--- src/rtl/sync_length_frame_deframer_macros.svh ---
// ---------------------------------------------------------------------------
// Assertion macros shared by the frame deframer modules
// ---------------------------------------------------------------------------
`ifndef SYNC_LENGTH_FRAME_DEFRAMER_MACROS_SVH
`define SYNC_LENGTH_FRAME_DEFRAMER_MACROS_SVH

// Same-cycle implication, disabled while reset is asserted.
`define SLFD_ASSERT_NOW(lbl, clk, rstn, ante, cons) \
	lbl: assert property (@(posedge clk) disable iff (!rstn) (ante) |-> (cons)) \
	else $error("slfd assertion failed");

// Next-cycle implication, disabled while reset is asserted.
`define SLFD_ASSERT_NEXT(lbl, clk, rstn, ante, cons) \
	lbl: assert property (@(posedge clk) disable iff (!rstn) (ante) |=> (cons)) \
	else $error("slfd assertion failed");

`endif

--- src/rtl/slfd_pkg.sv ---
// ---------------------------------------------------------------------------
// slfd_pkg
// Types and constants shared by the sync/length frame deframer.
// ---------------------------------------------------------------------------
package slfd_pkg;

	// header and trailer sizes in bytes
	localparam int unsigned HDR_BYTES = 12;
	localparam int unsigned END_BYTES = 4;

	// register reset values
	localparam logic [31:0] SYNC_WORD_RST   = 32'h1234_5678;
	localparam logic [31:0] END_WORD_RST    = 32'h8765_4321;
	localparam logic [15:0] MAX_PAYLOAD_RST = 16'd12783;
	localparam logic [31:0] ACK_TYPE_A_RST  = 32'd0;
	localparam logic [31:0] ACK_TYPE_B_RST  = 32'd1;

	// register indexes on the configuration port
	localparam int unsigned CFG_IDX_W = 3;
	localparam logic [CFG_IDX_W-1:0] REG_SYNC_WORD   = 3'd0;
	localparam logic [CFG_IDX_W-1:0] REG_END_WORD    = 3'd1;
	localparam logic [CFG_IDX_W-1:0] REG_MAX_PAYLOAD = 3'd2;
	localparam logic [CFG_IDX_W-1:0] REG_ACK_TYPE_A  = 3'd3;
	localparam logic [CFG_IDX_W-1:0] REG_ACK_TYPE_B  = 3'd4;

	typedef enum logic [2:0] {
		EV_DATA     = 3'd0,
		EV_GOOD     = 3'd1,
		EV_BADEND   = 3'd2,
		EV_SYNCERR  = 3'd3,
		EV_ACK      = 3'd4,
		EV_OVERSIZE = 3'd5
	} ev_kind_t;

	typedef struct packed {
		logic [31:0] sync_word;
		logic [31:0] end_word;
		logic [15:0] max_payload;
		logic [31:0] ack_type_a;
		logic [31:0] ack_type_b;
	} cfg_t;

	typedef struct packed {
		ev_kind_t    kind;
		logic [31:0] frame_kind;
		logic [7:0]  payload_byte;
		logic [15:0] payload_length;
	} ev_t;

	// length word saturated to 16 bits
	function automatic logic [15:0] sat_len(input logic [31:0] len);
		sat_len = (|len[31:16]) ? 16'hFFFF : len[15:0];
	endfunction

endpackage

--- src/rtl/slfd_cfg_regs.sv ---
// ---------------------------------------------------------------------------
// slfd_cfg_regs
// Configuration register file; every write is taken at once.
// ---------------------------------------------------------------------------
module slfd_cfg_regs (
	input  logic                           clk,
	input  logic                           arst_n,
	input  logic                           cfg_valid,
	output logic                           cfg_ready,
	input  logic [slfd_pkg::CFG_IDX_W-1:0] cfg_index,
	input  logic [31:0]                    cfg_data,
	output slfd_pkg::cfg_t                 cfg
);

	slfd_pkg::cfg_t cfg_q;

	assign cfg_ready = 1'b1;
	assign cfg       = cfg_q;

	// register writes; unknown indexes are dropped
	always_ff @(posedge clk or negedge arst_n) begin
		if (!arst_n) begin
			cfg_q.sync_word   <= slfd_pkg::SYNC_WORD_RST;
			cfg_q.end_word    <= slfd_pkg::END_WORD_RST;
			cfg_q.max_payload <= slfd_pkg::MAX_PAYLOAD_RST;
			cfg_q.ack_type_a  <= slfd_pkg::ACK_TYPE_A_RST;
			cfg_q.ack_type_b  <= slfd_pkg::ACK_TYPE_B_RST;
		end else if (cfg_valid) begin
			case (cfg_index)
				slfd_pkg::REG_SYNC_WORD:   cfg_q.sync_word   <= cfg_data;
				slfd_pkg::REG_END_WORD:    cfg_q.end_word    <= cfg_data;
				slfd_pkg::REG_MAX_PAYLOAD: cfg_q.max_payload <= cfg_data[15:0];
				slfd_pkg::REG_ACK_TYPE_A:  cfg_q.ack_type_a  <= cfg_data;
				slfd_pkg::REG_ACK_TYPE_B:  cfg_q.ack_type_b  <= cfg_data;
				default: ;
			endcase
		end
	end

endmodule

--- src/rtl/slfd_core.sv ---
// ---------------------------------------------------------------------------
// slfd_core
// Input byte register and frame parser: header capture, payload pass-through
// and end word check, one byte per cycle while the output buffer has room.
// ---------------------------------------------------------------------------
`include "sync_length_frame_deframer_macros.svh"

module slfd_core (
	input  logic           clk,
	input  logic           arst_n,
	input  logic           rx_valid,
	output logic           rx_stall,
	input  logic [7:0]     rx_byte,
	input  slfd_pkg::cfg_t cfg,
	input  logic           space,
	output logic           ev_push,
	output slfd_pkg::ev_t  ev
);

	typedef enum logic [1:0] {
		PH_HEADER  = 2'd0,
		PH_PAYLOAD = 2'd1,
		PH_END     = 2'd2
	} phase_t;

	logic        valid_s1;
	logic [7:0]  byte_s1;
	phase_t      phase_q, phase_n;
	logic [15:0] count_q, count_n, count_inc;
	logic [31:0] sync_q, type_q, len_q, endw_q;
	logic [31:0] sync_u, type_u, len_u, endw_u;
	logic [31:0] lane_word;
	logic        fire, clear, emit;
	slfd_pkg::ev_kind_t kind;

	// the byte in s1 is parsed once the output buffer has room
	assign fire     = valid_s1 && space;
	assign rx_stall = valid_s1 && !space;

	always_ff @(posedge clk or negedge arst_n) begin
		if (!arst_n) begin
			valid_s1 <= 1'b0;
		end else if (!rx_stall) begin
			valid_s1 <= rx_valid;
		end
	end

	always_ff @(posedge clk) begin
		if (rx_valid && !rx_stall) begin
			byte_s1 <= rx_byte;
		end
	end

	// byte placed at its little-endian lane within a 32-bit word
	assign lane_word = 32'(byte_s1) << {count_q[1:0], 3'b000};
	assign count_inc = count_q + 16'd1;

	// parse step
	always_comb begin
		sync_u  = sync_q;
		type_u  = type_q;
		len_u   = len_q;
		endw_u  = endw_q;
		phase_n = phase_q;
		count_n = count_inc;
		clear   = 1'b0;
		emit    = 1'b0;
		kind    = slfd_pkg::EV_DATA;
		case (phase_q)
			PH_PAYLOAD: begin
				emit = 1'b1;
				if ({16'd0, count_inc} >= len_q) begin
					phase_n = PH_END;
					count_n = '0;
				end
			end
			PH_END: begin
				endw_u = endw_q | lane_word;
				if (count_q == 16'(slfd_pkg::END_BYTES - 1)) begin
					emit  = 1'b1;
					clear = 1'b1;
					kind  = (endw_u == cfg.end_word) ? slfd_pkg::EV_GOOD
					                                 : slfd_pkg::EV_BADEND;
				end
			end
			default: begin
				// header phase, also taken for the unused phase code
				phase_n = PH_HEADER;
				if (count_q < 16'd4) begin
					sync_u = sync_q | lane_word;
				end else if (count_q < 16'd8) begin
					type_u = type_q | lane_word;
				end else begin
					len_u = len_q | lane_word;
				end
				if (count_q == 16'(slfd_pkg::HDR_BYTES - 1)) begin
					if (sync_u != cfg.sync_word) begin
						emit  = 1'b1;
						clear = 1'b1;
						kind  = slfd_pkg::EV_SYNCERR;
					end else if (type_u == cfg.ack_type_a || type_u == cfg.ack_type_b) begin
						emit  = 1'b1;
						clear = 1'b1;
						kind  = slfd_pkg::EV_ACK;
					end else if (len_u > {16'd0, cfg.max_payload}) begin
						emit  = 1'b1;
						clear = 1'b1;
						kind  = slfd_pkg::EV_OVERSIZE;
					end else begin
						count_n = '0;
						phase_n = (len_u == 32'd0) ? PH_END : PH_PAYLOAD;
					end
				end
			end
		endcase
	end

	// result word, taken from the captures after this byte
	assign ev_push           = fire && emit;
	assign ev.kind           = kind;
	assign ev.frame_kind     = type_u;
	assign ev.payload_byte   = (kind == slfd_pkg::EV_DATA) ? byte_s1 : 8'd0;
	assign ev.payload_length = slfd_pkg::sat_len(len_u);

	// frame state
	always_ff @(posedge clk or negedge arst_n) begin
		if (!arst_n) begin
			phase_q <= PH_HEADER;
			count_q <= '0;
			sync_q  <= '0;
			type_q  <= '0;
			len_q   <= '0;
			endw_q  <= '0;
		end else if (fire) begin
			if (clear) begin
				phase_q <= PH_HEADER;
				count_q <= '0;
				sync_q  <= '0;
				type_q  <= '0;
				len_q   <= '0;
				endw_q  <= '0;
			end else begin
				phase_q <= phase_n;
				count_q <= count_n;
				sync_q  <= sync_u;
				type_q  <= type_u;
				len_q   <= len_u;
				endw_q  <= endw_u;
			end
		end
	end

	`SLFD_ASSERT_NOW(a_hdr_count, clk, arst_n, phase_q == PH_HEADER, count_q < 16'(slfd_pkg::HDR_BYTES))
	`SLFD_ASSERT_NOW(a_end_count, clk, arst_n, phase_q == PH_END, count_q < 16'(slfd_pkg::END_BYTES))
	`SLFD_ASSERT_NOW(a_data_phase, clk, arst_n, ev_push && kind == slfd_pkg::EV_DATA, phase_q == PH_PAYLOAD)

endmodule

--- src/rtl/slfd_out_fifo.sv ---
// ---------------------------------------------------------------------------
// slfd_out_fifo
// Two-word result buffer: two entries with read and write pointers, so the
// parser keeps running while a result waits to be taken.
// ---------------------------------------------------------------------------
`include "sync_length_frame_deframer_macros.svh"

module slfd_out_fifo (
	input  logic          clk,
	input  logic          arst_n,
	input  logic          push,
	input  slfd_pkg::ev_t push_ev,
	output logic          space,
	output logic          ev_valid,
	input  logic          ev_stall,
	output slfd_pkg::ev_t ev
);

	slfd_pkg::ev_t entry_q [2];
	logic          wr_ptr_q, rd_ptr_q;
	logic [1:0]    count_q;
	logic          pop;

	assign space    = (count_q != 2'd2);
	assign ev_valid = (count_q != 2'd0);
	assign pop      = ev_valid && !ev_stall;
	assign ev       = entry_q[rd_ptr_q];

	// pointers and fill level
	always_ff @(posedge clk or negedge arst_n) begin
		if (!arst_n) begin
			wr_ptr_q <= 1'b0;
			rd_ptr_q <= 1'b0;
			count_q  <= 2'd0;
		end else begin
			if (push) begin
				wr_ptr_q <= !wr_ptr_q;
			end
			if (pop) begin
				rd_ptr_q <= !rd_ptr_q;
			end
			case ({push, pop})
				2'b10:   count_q <= count_q + 2'd1;
				2'b01:   count_q <= count_q - 2'd1;
				default: count_q <= count_q;
			endcase
		end
	end

	// result words
	always_ff @(posedge clk) begin
		if (push) begin
			entry_q[wr_ptr_q] <= push_ev;
		end
	end

	`SLFD_ASSERT_NOW(a_no_overflow, clk, arst_n, push, count_q != 2'd2)
	`SLFD_ASSERT_NOW(a_level_range, clk, arst_n, 1'b1, count_q <= 2'd2)
	`SLFD_ASSERT_NEXT(a_push_shows, clk, arst_n, push && !pop, ev_valid)

endmodule

--- src/rtl/sync_length_frame_deframer.sv ---
// ---------------------------------------------------------------------------
// sync_length_frame_deframer
// Splits a received byte stream into sync/type/length framed packets.
// ---------------------------------------------------------------------------
// One received byte is accepted every cycle while rx_stall is low. A byte is
// registered on entry (s1) and parsed from that register once the output
// buffer has room; its result (if any) is written into the buffer, whose
// head is the output. Results sit in a two-word output buffer; rx_stall rises
// only when both words are held. While every byte gives a result, downstream
// stalls fill the buffer and then hold the input.
// Header bytes 1..11 and the first three end word bytes give no result.
// The configuration port takes a write in every cycle (cfg_ready is high).
// ---------------------------------------------------------------------------
module sync_length_frame_deframer (
	input  logic                           clk,
	input  logic                           arst_n,
	input  logic                           rx_valid,
	output logic                           rx_stall,
	input  logic [7:0]                     rx_byte,
	output logic                           ev_valid,
	input  logic                           ev_stall,
	output logic [2:0]                     event_kind,
	output logic [31:0]                    frame_kind,
	output logic [7:0]                     payload_byte,
	output logic [15:0]                    payload_length,
	input  logic                           cfg_valid,
	output logic                           cfg_ready,
	input  logic [slfd_pkg::CFG_IDX_W-1:0] cfg_index,
	input  logic [31:0]                    cfg_data
);

	slfd_pkg::cfg_t cfg;
	slfd_pkg::ev_t  core_ev, out_ev;
	logic           core_push, space;

	// configuration registers
	slfd_cfg_regs u_cfg (
		.clk       (clk),
		.arst_n    (arst_n),
		.cfg_valid (cfg_valid),
		.cfg_ready (cfg_ready),
		.cfg_index (cfg_index),
		.cfg_data  (cfg_data),
		.cfg       (cfg)
	);

	// frame parser
	slfd_core u_core (
		.clk      (clk),
		.arst_n   (arst_n),
		.rx_valid (rx_valid),
		.rx_stall (rx_stall),
		.rx_byte  (rx_byte),
		.cfg      (cfg),
		.space    (space),
		.ev_push  (core_push),
		.ev       (core_ev)
	);

	// result buffer
	slfd_out_fifo u_out (
		.clk      (clk),
		.arst_n   (arst_n),
		.push     (core_push),
		.push_ev  (core_ev),
		.space    (space),
		.ev_valid (ev_valid),
		.ev_stall (ev_stall),
		.ev       (out_ev)
	);

	assign event_kind     = out_ev.kind;
	assign frame_kind     = out_ev.frame_kind;
	assign payload_byte   = out_ev.payload_byte;
	assign payload_length = out_ev.payload_length;

endmodule
--- config.mk ---
export PLATFORM = sky130hd
export DESIGN_NAME = sync_length_frame_deframer
export DESIGN_NICKNAME = d
export VERILOG_FILES = /design/src/rtl/slfd_pkg.sv /design/src/rtl/slfd_cfg_regs.sv /design/src/rtl/slfd_core.sv /design/src/rtl/slfd_out_fifo.sv /design/src/rtl/sync_length_frame_deframer.sv
export VERILOG_INCLUDE_DIRS = /design/src /design/src/rtl
export SDC_FILE = /design/constraint.sdc
export NUM_CORES = 1
export LEC_CHECK = 0
export BUFFER_PORTS_ARGS = -buffer_cell sky130_fd_sc_hd__buf_4
export CAP_MARGIN = 20
export CORE_ASPECT_RATIO = 1.2
export CORE_MARGIN = 2
export CORE_UTILIZATION = 48
export DETAILED_ROUTE_END_ITERATION = 7
export PLACE_DENSITY = 0.75
export SYNTH_ARGS = -nofsm -noshare
export SYNTH_HDL_FRONTEND = slang
export SYNTH_SLANG_ARGS = --single-unit
--- constraint.sdc ---
create_clock -name clk -period 8.43 [get_ports clk]
set_clock_uncertainty 0.15 [all_clocks]
set_input_delay 1.2645 -clock clk [delete_from_list [all_inputs] [get_ports clk]]
set_output_delay 1.2645 -clock clk [all_outputs]
set_load 0.01 [all_outputs]
* After elaboration in Yosys (flattened, before gate mapping)
Memory sizes are Yosys's and may differ from the RTL's.
Index checks and enable logic that the tools add are counted.
** Word-level totals
- Bits in registers :: 303
- Logic and storage cells :: 124
- Memory bits (writable) :: 118
- Output and inout bits :: 62
- Memories kept :: 1
** Memory list
- u_out.entry_q :: words 2, width 59, rd ports 1, clocked after Yosys merged registers in 0, wr ports 1, RTL line slfd_out_fifo.sv:19 : slfd_pkg::ev_t entry_q [2];
** Cells by class
- Reduce and logical (&&, ||, !) cells :: 27
- $add $sub $neg :: 3
- Muxes and demuxes :: 50
- Order comparisons :: 4
- Equal/unequal tests :: 18
- Shift operators :: 1
- Bitwise gates (word level) :: 4
** Operator list (number)
- 32-bit two-way mux :: 16
- 32-bit OR :: 4
- 16-bit two-way mux :: 7
- 32-bit equality test :: 3
- 16-bit by 32-bit >= comparator with 1-bit output :: 1
- 32-bit by 16-bit greater-than comparator with 1-bit output :: 1
- 32-bit zero test :: 1
- 32-bit inequality test :: 1
- 16-bit one-hot mux with 2 select lines :: 1
- 8-bit by 5-bit left shift with 32-bit output :: 1
- 16-bit by 1-bit adder with 16-bit output (second input constant) :: 1
- 16-bit by 2-bit equality test with 1-bit output (second input constant) :: 1
- 16-bit by 4-bit equality test with 1-bit output (second input constant) :: 1
- 16-bit by 3-bit < comparator with 1-bit output (second input constant) :: 1
- 16-bit by 4-bit < comparator with 1-bit output (second input constant) :: 1
- 2-bit two-way mux :: 8
- 16-bit OR reduction :: 1
- 3-bit two-way mux :: 5
- 2-bit AND reduction :: 7
- 8-bit two-way mux :: 1
- 2-bit one-hot mux with 2 select lines :: 2
- 1-bit two-way mux :: 7
- 3-bit by 2-bit equality test with 1-bit output (second input constant) :: 2
- 3-bit zero test :: 2
- other kinds (17) :: 31

* Longest topological paths before layout
- Depth in word-level cells :: 14
- Mapped depth :: 25
- Gate-level depth less buffers :: 19

* Hierarchy
Synthesis repeated with hierarchy kept, for this count alone.
** Unflattened totals
- Cell total of the unflattened synthesis :: 1818
- Area, all modules :: 20915.1 um^2
** By module, submodules not included
- slfd_core :: sequential area each 3918.8 um^2, instances 1, cells each 1306, area each 10686.5 um^2
- slfd_cfg_regs :: sequential area each 3649.8 um^2, instances 1, cells each 311, area each 5465.2 um^2
- slfd_out_fifo :: sequential area each 3643.5 um^2, instances 1, cells each 201, area each 4763.3 um^2

* Worst setup path before layout
OpenSTA, ideal clock, no wires.
- Path kind :: reg2reg
- Start :: register u_core.count_q[10]
- End :: memory u_out.entry_q[0][0] (netlist name), enable pin
- Clock period less this slack :: 9192 ps
- Path buffers :: 4
- Slack :: -762 ps
- Required time :: 7697 ps
- Setup time :: 583 ps
- Stages on the path, launching flop included :: 20
- Arrival :: 8459 ps
- Cells stage by stage :: dfrtp_1 or4_1 buf_2 or4_1 clkbuf_1 clkbuf_1 clkbuf_1 nand2_1 nand2_1 ha_1 nor2b_1 o21ai_0 nand2b_1 a21oi_1 o21ai_0 a211oi_1 o21ai_0 nor4_4 or2_2 a311oi_1
** Between the ends
- Word-level cells in the longest chain between the ends :: 13
- Elaborated cells on any way between the ends :: 26
- Those cells by class :: order compare: 3; eq/ne: 5; mux: 16; reduce/logical: 2
** RTL lines
- start: declaration :: RTL line slfd_core.sv:29 : logic [15:0] count_q, count_n, count_inc;
- start signal: assignment :: RTL line slfd_core.sv:144 : count_q <= count_n;
- 16-bit by 4-bit < comparator with 1-bit output :: RTL line slfd_core.sv:91 : end else if (count_q < 16'd8) begin
- 32-bit two-way mux :: RTL line slfd_core.sv:91
- 32-bit two-way mux :: RTL line slfd_core.sv:89 : if (count_q < 16'd4) begin
- 32-bit two-way mux :: RTL line slfd_core.sv:69 : case (phase_q)
- 32-bit by 16-bit greater-than comparator with 1-bit output or 32-bit equality test (tied branches) :: RTL line slfd_core.sv:105, slfd_core.sv:101
- 1-bit two-way mux or 1-bit logical OR (tied branches) :: RTL line slfd_core.sv:105, slfd_core.sv:101
- 1-bit two-way mux :: RTL line slfd_core.sv:101 : end else if (type_u == cfg.ack_type_a || type_u == cfg.ack_type_b) begin
- 1-bit two-way mux :: RTL line slfd_core.sv:97 : if (sync_u != cfg.sync_word) begin
- 1-bit two-way mux :: RTL line slfd_core.sv:96 : if (count_q == 16'(slfd_pkg::HDR_BYTES - 1)) begin
- 1-bit one-hot mux with 2 select lines * :: RTL line slfd_core.sv:69
- 1-bit logical AND * :: RTL line slfd_core.sv:119 : assign ev_push = fire && emit;
- 1-bit two-way mux * :: RTL line slfd_out_fifo.sv:52 : if (push) begin
- 1-bit two-way mux (implied by the code) * :: RTL line slfd_out_fifo.sv:53 : entry_q[wr_ptr_q] <= push_ev;
- end: declaration :: RTL line slfd_out_fifo.sv:19
Mark *: on every way between the ends. The rest lies on a longest branch, timed or not. The select of a mux whose other input is x is not followed.

* Worst setup path in the final report
- Start :: register u_core.count_q[0]
- End :: register u_core.len_q[13]
** Between the ends
- Word-level cells in the longest chain between the ends :: 12
- Elaborated cells on any way between the ends :: 29
- Those cells by class :: order compare: 3; eq/ne: 5; shift: 1; mux: 16; bitwise: 3; reduce/logical: 1
** RTL lines
- parallel branches: the longest is 11 deep, another holds 32-bit by 16-bit greater-than comparator with 1-bit output
- 32-bit two-way mux * :: RTL line slfd_core.sv:135 : if (clear) begin
- end signal: assignment :: RTL line slfd_core.sv:147 : len_q <= len_u;
- end: declaration :: RTL line slfd_core.sv:30 : logic [31:0] sync_q, type_q, len_q, endw_q;
Mark *: on every way between the ends. The select of a mux whose other input is x is not followed.
A chain may end at the register's enable or synchronous reset.

==> impl_metrics.tcl <==
set metrics [dict create \
    violations "DRC" \
    n_antenna_cell 0 \
    grt_antenna_before_repair 0 \
    ir_drop_uv 212 \
    die_w_um 192 \
    holdPathEnd "u_cfg.cfg[67]$_DFFE_PN1P_" \
    routed_wl_mm 57.2 \
    synth.area.mux_share_pct 10.3 \
    tns_ns 0 \
    crit_fanout 84 \
    drcViolationCount 1 \
    row_count 82 \
    setup_viol 0 \
    core-area_um2 41700 \
    cts-hold-fix-buffers 0 \
    yosys.area_share.simple_pct 9.85 \
    tightest_slew_ns 1.16 \
    slew_headroom_pct 22.3 \
    ant_nets 0 \
    reg2reg_slack_ns 2.41 \
    postSynthNetCount 1899 \
    top_usage_layer "met2" \
    via_count 15000 \
    via_per_inst 6.09 \
    startpoint_type "flop" \
    synth_seq_area_share_pct 55.4 \
    hold_path.class "reg2reg" \
    holdPathStages 2 \
    synth-edff-count 126 \
    track_usage_pct 26.2 \
    htreeDepth 2 \
    final_common_cell "dfrtp_1" \
    cts_buffers 41 \
    first_iter_violations 1654 \
    fin_crit_sh_pct 71.5 \
    maxSlewViolCount 0 \
    cts_setup_buffers 0 \
    crit_required_ns 8.74 \
    final_cell_mix "257 x dfrtp_1, 237 x a21oi_1, 184 x mux2_2" \
    leakage_nw 9.38 \
    place_hpwl_mm 39.5 \
    r2r-start "u_core.count_q[0]$_DFFE_PN0P_" \
    wl_per_cell_um 23.2 \
    hold_violations 0 \
    grtUsageMet1_pct 36.5 \
    gp_congestion 0.914 \
    grt_first_pass_wirelength_mm 87.5 \
    worstPathCellList "clkinv_1 -> nor3_1 -> buf_4 -> a21oi_1 -> xnor2_1 -> nor4_1 -> nand4_1 -> or4_4 -> nor4_4 -> o21ai_4 -> buf_4 -> buf_4 -> a21oi_1" \
    cp_num_buf_inv 4 \
    ios 110 \
    seqCellArea_um2 11200 \
    cts_tree "done" \
    die_h_um 229 \
    synth-adder-area-share_pct 2.22 \
    firstDrtPassIters 8 \
    rsz0062_at_grt "false" \
    synth_area_um2 20300 \
    area_delta_synth_final_pct 13.5 \
    synth_top_family_by_area "compound AO/OA/AOI/OAI gates" \
    min_period_ns 6.02 \
    max_freq_mhz 166 \
    synth-compound-area-share_pct 13.4 \
    crit_type "reg2reg" \
    crit_top_cell "buf_4" \
    clk_latency_ns 0.56 \
    min_from "u_cfg.cfg[67]$_DFFE_PN1P_" \
    ys_warn_count 0 \
    netlist_instances 1815 \
    cts_resized 0 \
    grt_pass1_vias 14600 \
    status "finished, violations left" \
    layout.nets 1966 \
    critical_path.top_delay_family "simple AND/OR/NAND/NOR gates" \
    end_kind "flop" \
    root_buffer "clkbuf_16" \
    cts_buffer_depth 3 \
    avgSynthCellArea_um2 11.2 \
    arrival_ns 6.34 \
    yosys.cell_types.count 73 \
    synthFlopType "dfrtp_1" \
    ys_ff_latch 421 \
    max_stage_delay_ns 0.93 \
    grt_max_degree 173 \
    whs_ns 0.363 \
    gr-total-overflow 0 \
    synthArstFlopShare_pct 70.1 \
    met2_usage_pct 40.6 \
    critical_path.slowest_cell "dfrtp_1" \
    drv_cap 0 \
    die_area_um2 43900 \
    multiInputGateArea_um2 8350 \
    r2r_end "u_core.len_q[13]$_DFFE_PN0P_" \
    r2r_cells 13 \
    nFillCells 3490 \
    io_buffers 108 \
    start_util_pct 48.6 \
    clock-sinks 421 \
    grtUsageMet3_pct 4.46 \
    clk_pin_slew_ns 0.07 \
    power_density_nw_per_um2 334 \
    drive_gt1_share_pct 23.8 \
    synth_xor_area_share_pct 5.19 \
]
report_power, final:
part	total (W)	switching, W	leakage, nW	internal [W]
Combinational	0.00284	0.00173	4.00	0.00111
Sequential	0.00294	0.000354	4.73	0.00258
Clock	0.00189	0.000812	0.655	0.00108
layout make-up:
class | instances | share of cell area (%)
flip-flops and latches | 421 | 48.8
clock buffers | 58 | 5.10
clock inverters | 18 | 0.964
inverters | 64 | 1.05
well taps | 546 | 2.97
repair buffers | 144 | 4.78
multi-input cells | 1210 | 36.3
sequential cells by signal, indices dropped and copies added (netlist names):
signal	count
u_core.type_q	32
u_out.entry_q	118
u_core.valid_s1	1
u_core.count_q	16
u_core.byte_s1	8
u_cfg.cfg	144
u_out.rd_ptr_q	1
u_core.sync_q	32
u_core.endw_q	32
u_core.len_q	32
u_out.wr_ptr_q	1
u_out.count_q	2
u_core.phase_q	2
worst reg2reg max path, cell delays in order (launching register included):
cell and delay, ns:
dfrtp_1 0.93, clkinv_1 0.50, nor3_1 0.86, buf_4 0.26, a21oi_1 0.08, xnor2_1 0.16, nor4_1 0.39, nand4_1 0.18
or4_4 0.52, nor4_4 0.66, o21ai_4 0.08, buf_4 0.30, buf_4 0.49, a21oi_1 0.38
cells in the mapped netlist, types with 2 or more instances:
cell / number / share of area (%)
a2111oi_0: 3 / 0.13
a211oi_1: 7 / 0.26
a21o_1: 28 / 1.0
a21oi_1: 237 / 5.9
a22o_1: 8 / 0.35
a31o_2: 4 / 0.17
a31oi_1: 14 / 0.43
a41oi_1: 16 / 0.69
and2_1: 16 / 0.49
and3_1: 17 / 0.53
and4_1: 3 / 0.13
buf_1: 9 / 0.17
buf_4: 2 / 0.074
buf_6: 7 / 0.39
clkbuf_1: 101 / 1.9
dfrtp_1: 258 / 32
dfstp_2: 37 / 4.8
edfxtp_1: 126 / 19
ha_1: 36 / 2.2
inv_1: 63 / 1.2
mux2_2: 184 / 10
nand2_1: 156 / 2.9
nand2b_1: 16 / 0.49
nand3_1: 10 / 0.25
nand4_1: 15 / 0.46
nor2_1: 67 / 1.2
nor2b_1: 16 / 0.49
nor3_1: 28 / 0.69
nor4_1: 37 / 1.1
o2111ai_1: 5 / 0.22
o211ai_1: 6 / 0.22
o21a_1: 3 / 0.11
o21ai_0: 67 / 1.7
o21ai_1: 27 / 0.67
o221ai_1: 3 / 0.13
o22ai_1: 17 / 0.53
o2bb2ai_1: 3 / 0.13
or2_2: 4 / 0.12
or4_1: 7 / 0.26
xnor2_1: 107 / 4.6
xor2_1: 13 / 0.56
logic make-up after synthesis:
family                     after synthesis
muxes                                  185
xor gates and xnor gates               120
and+or+nand+nor                        404
AOI/OAI and AO/OA                      464
other                                    1
adders and majority gates               36
DFF                                    421
buffers and inverters                  184
worst max path at each step:
stage | startpoint | endpoint | depth (start not counted)
after floorplan | u_core.count_q[10]$_DFFE_PN0P_ | u_out.entry_q[0][0]$_DFFE_PP_ | 19
after global placement | u_core.count_q[0]$_DFFE_PN0P_ | u_core.len_q[5]$_DFFE_PN0P_ | 16
after detailed placement | u_core.count_q[0]$_DFFE_PN0P_ | u_core.endw_q[14]$_DFFE_PN0P_ | 16
after CTS | u_core.count_q[0]$_DFFE_PN0P_ | u_core.sync_q[18]$_DFFE_PN0P_ | 12
after global routing | u_core.count_q[0]$_DFFE_PN0P_ | u_core.type_q[0]$_DFFE_PN0P_ | 16
final | u_core.count_q[0]$_DFFE_PN0P_ | u_core.len_q[13]$_DFFE_PN0P_ | 13
metrics by stage:
stage / total power, W / cells / util, % / setup slack (ns) / cell area (um^2)
after global placement: 0.00568 / 2384 / 51.8 / 2.60 / 21600
after detailed placement: 0.00575 / 2384 / 51.8 / 2.39 / 21600
after CTS: 0.00765 / 2460 / 55.2 / 2.39 / 23000
final: 0.00767 / 2461 / 55.2 / 2.41 / 23000
after global routing: 0.00806 / 2461 / 55.2 / 1.99 / 23000
after floorplan: 0.00476 / 1815 / - / 1.30 / 20300
layer usage:
metal | vias up | part of all wire (%) | wire [um]
li1 | 6658 | - | -
met1 | 7504 | 42 | 23900
met2 | 706 | 47 | 26600
met3 | 120 | 7.7 | 4400
met4 | 0 | 4.0 | 2310
met5 | - | 0 | 0
Power figures use the tool's default switching activity.
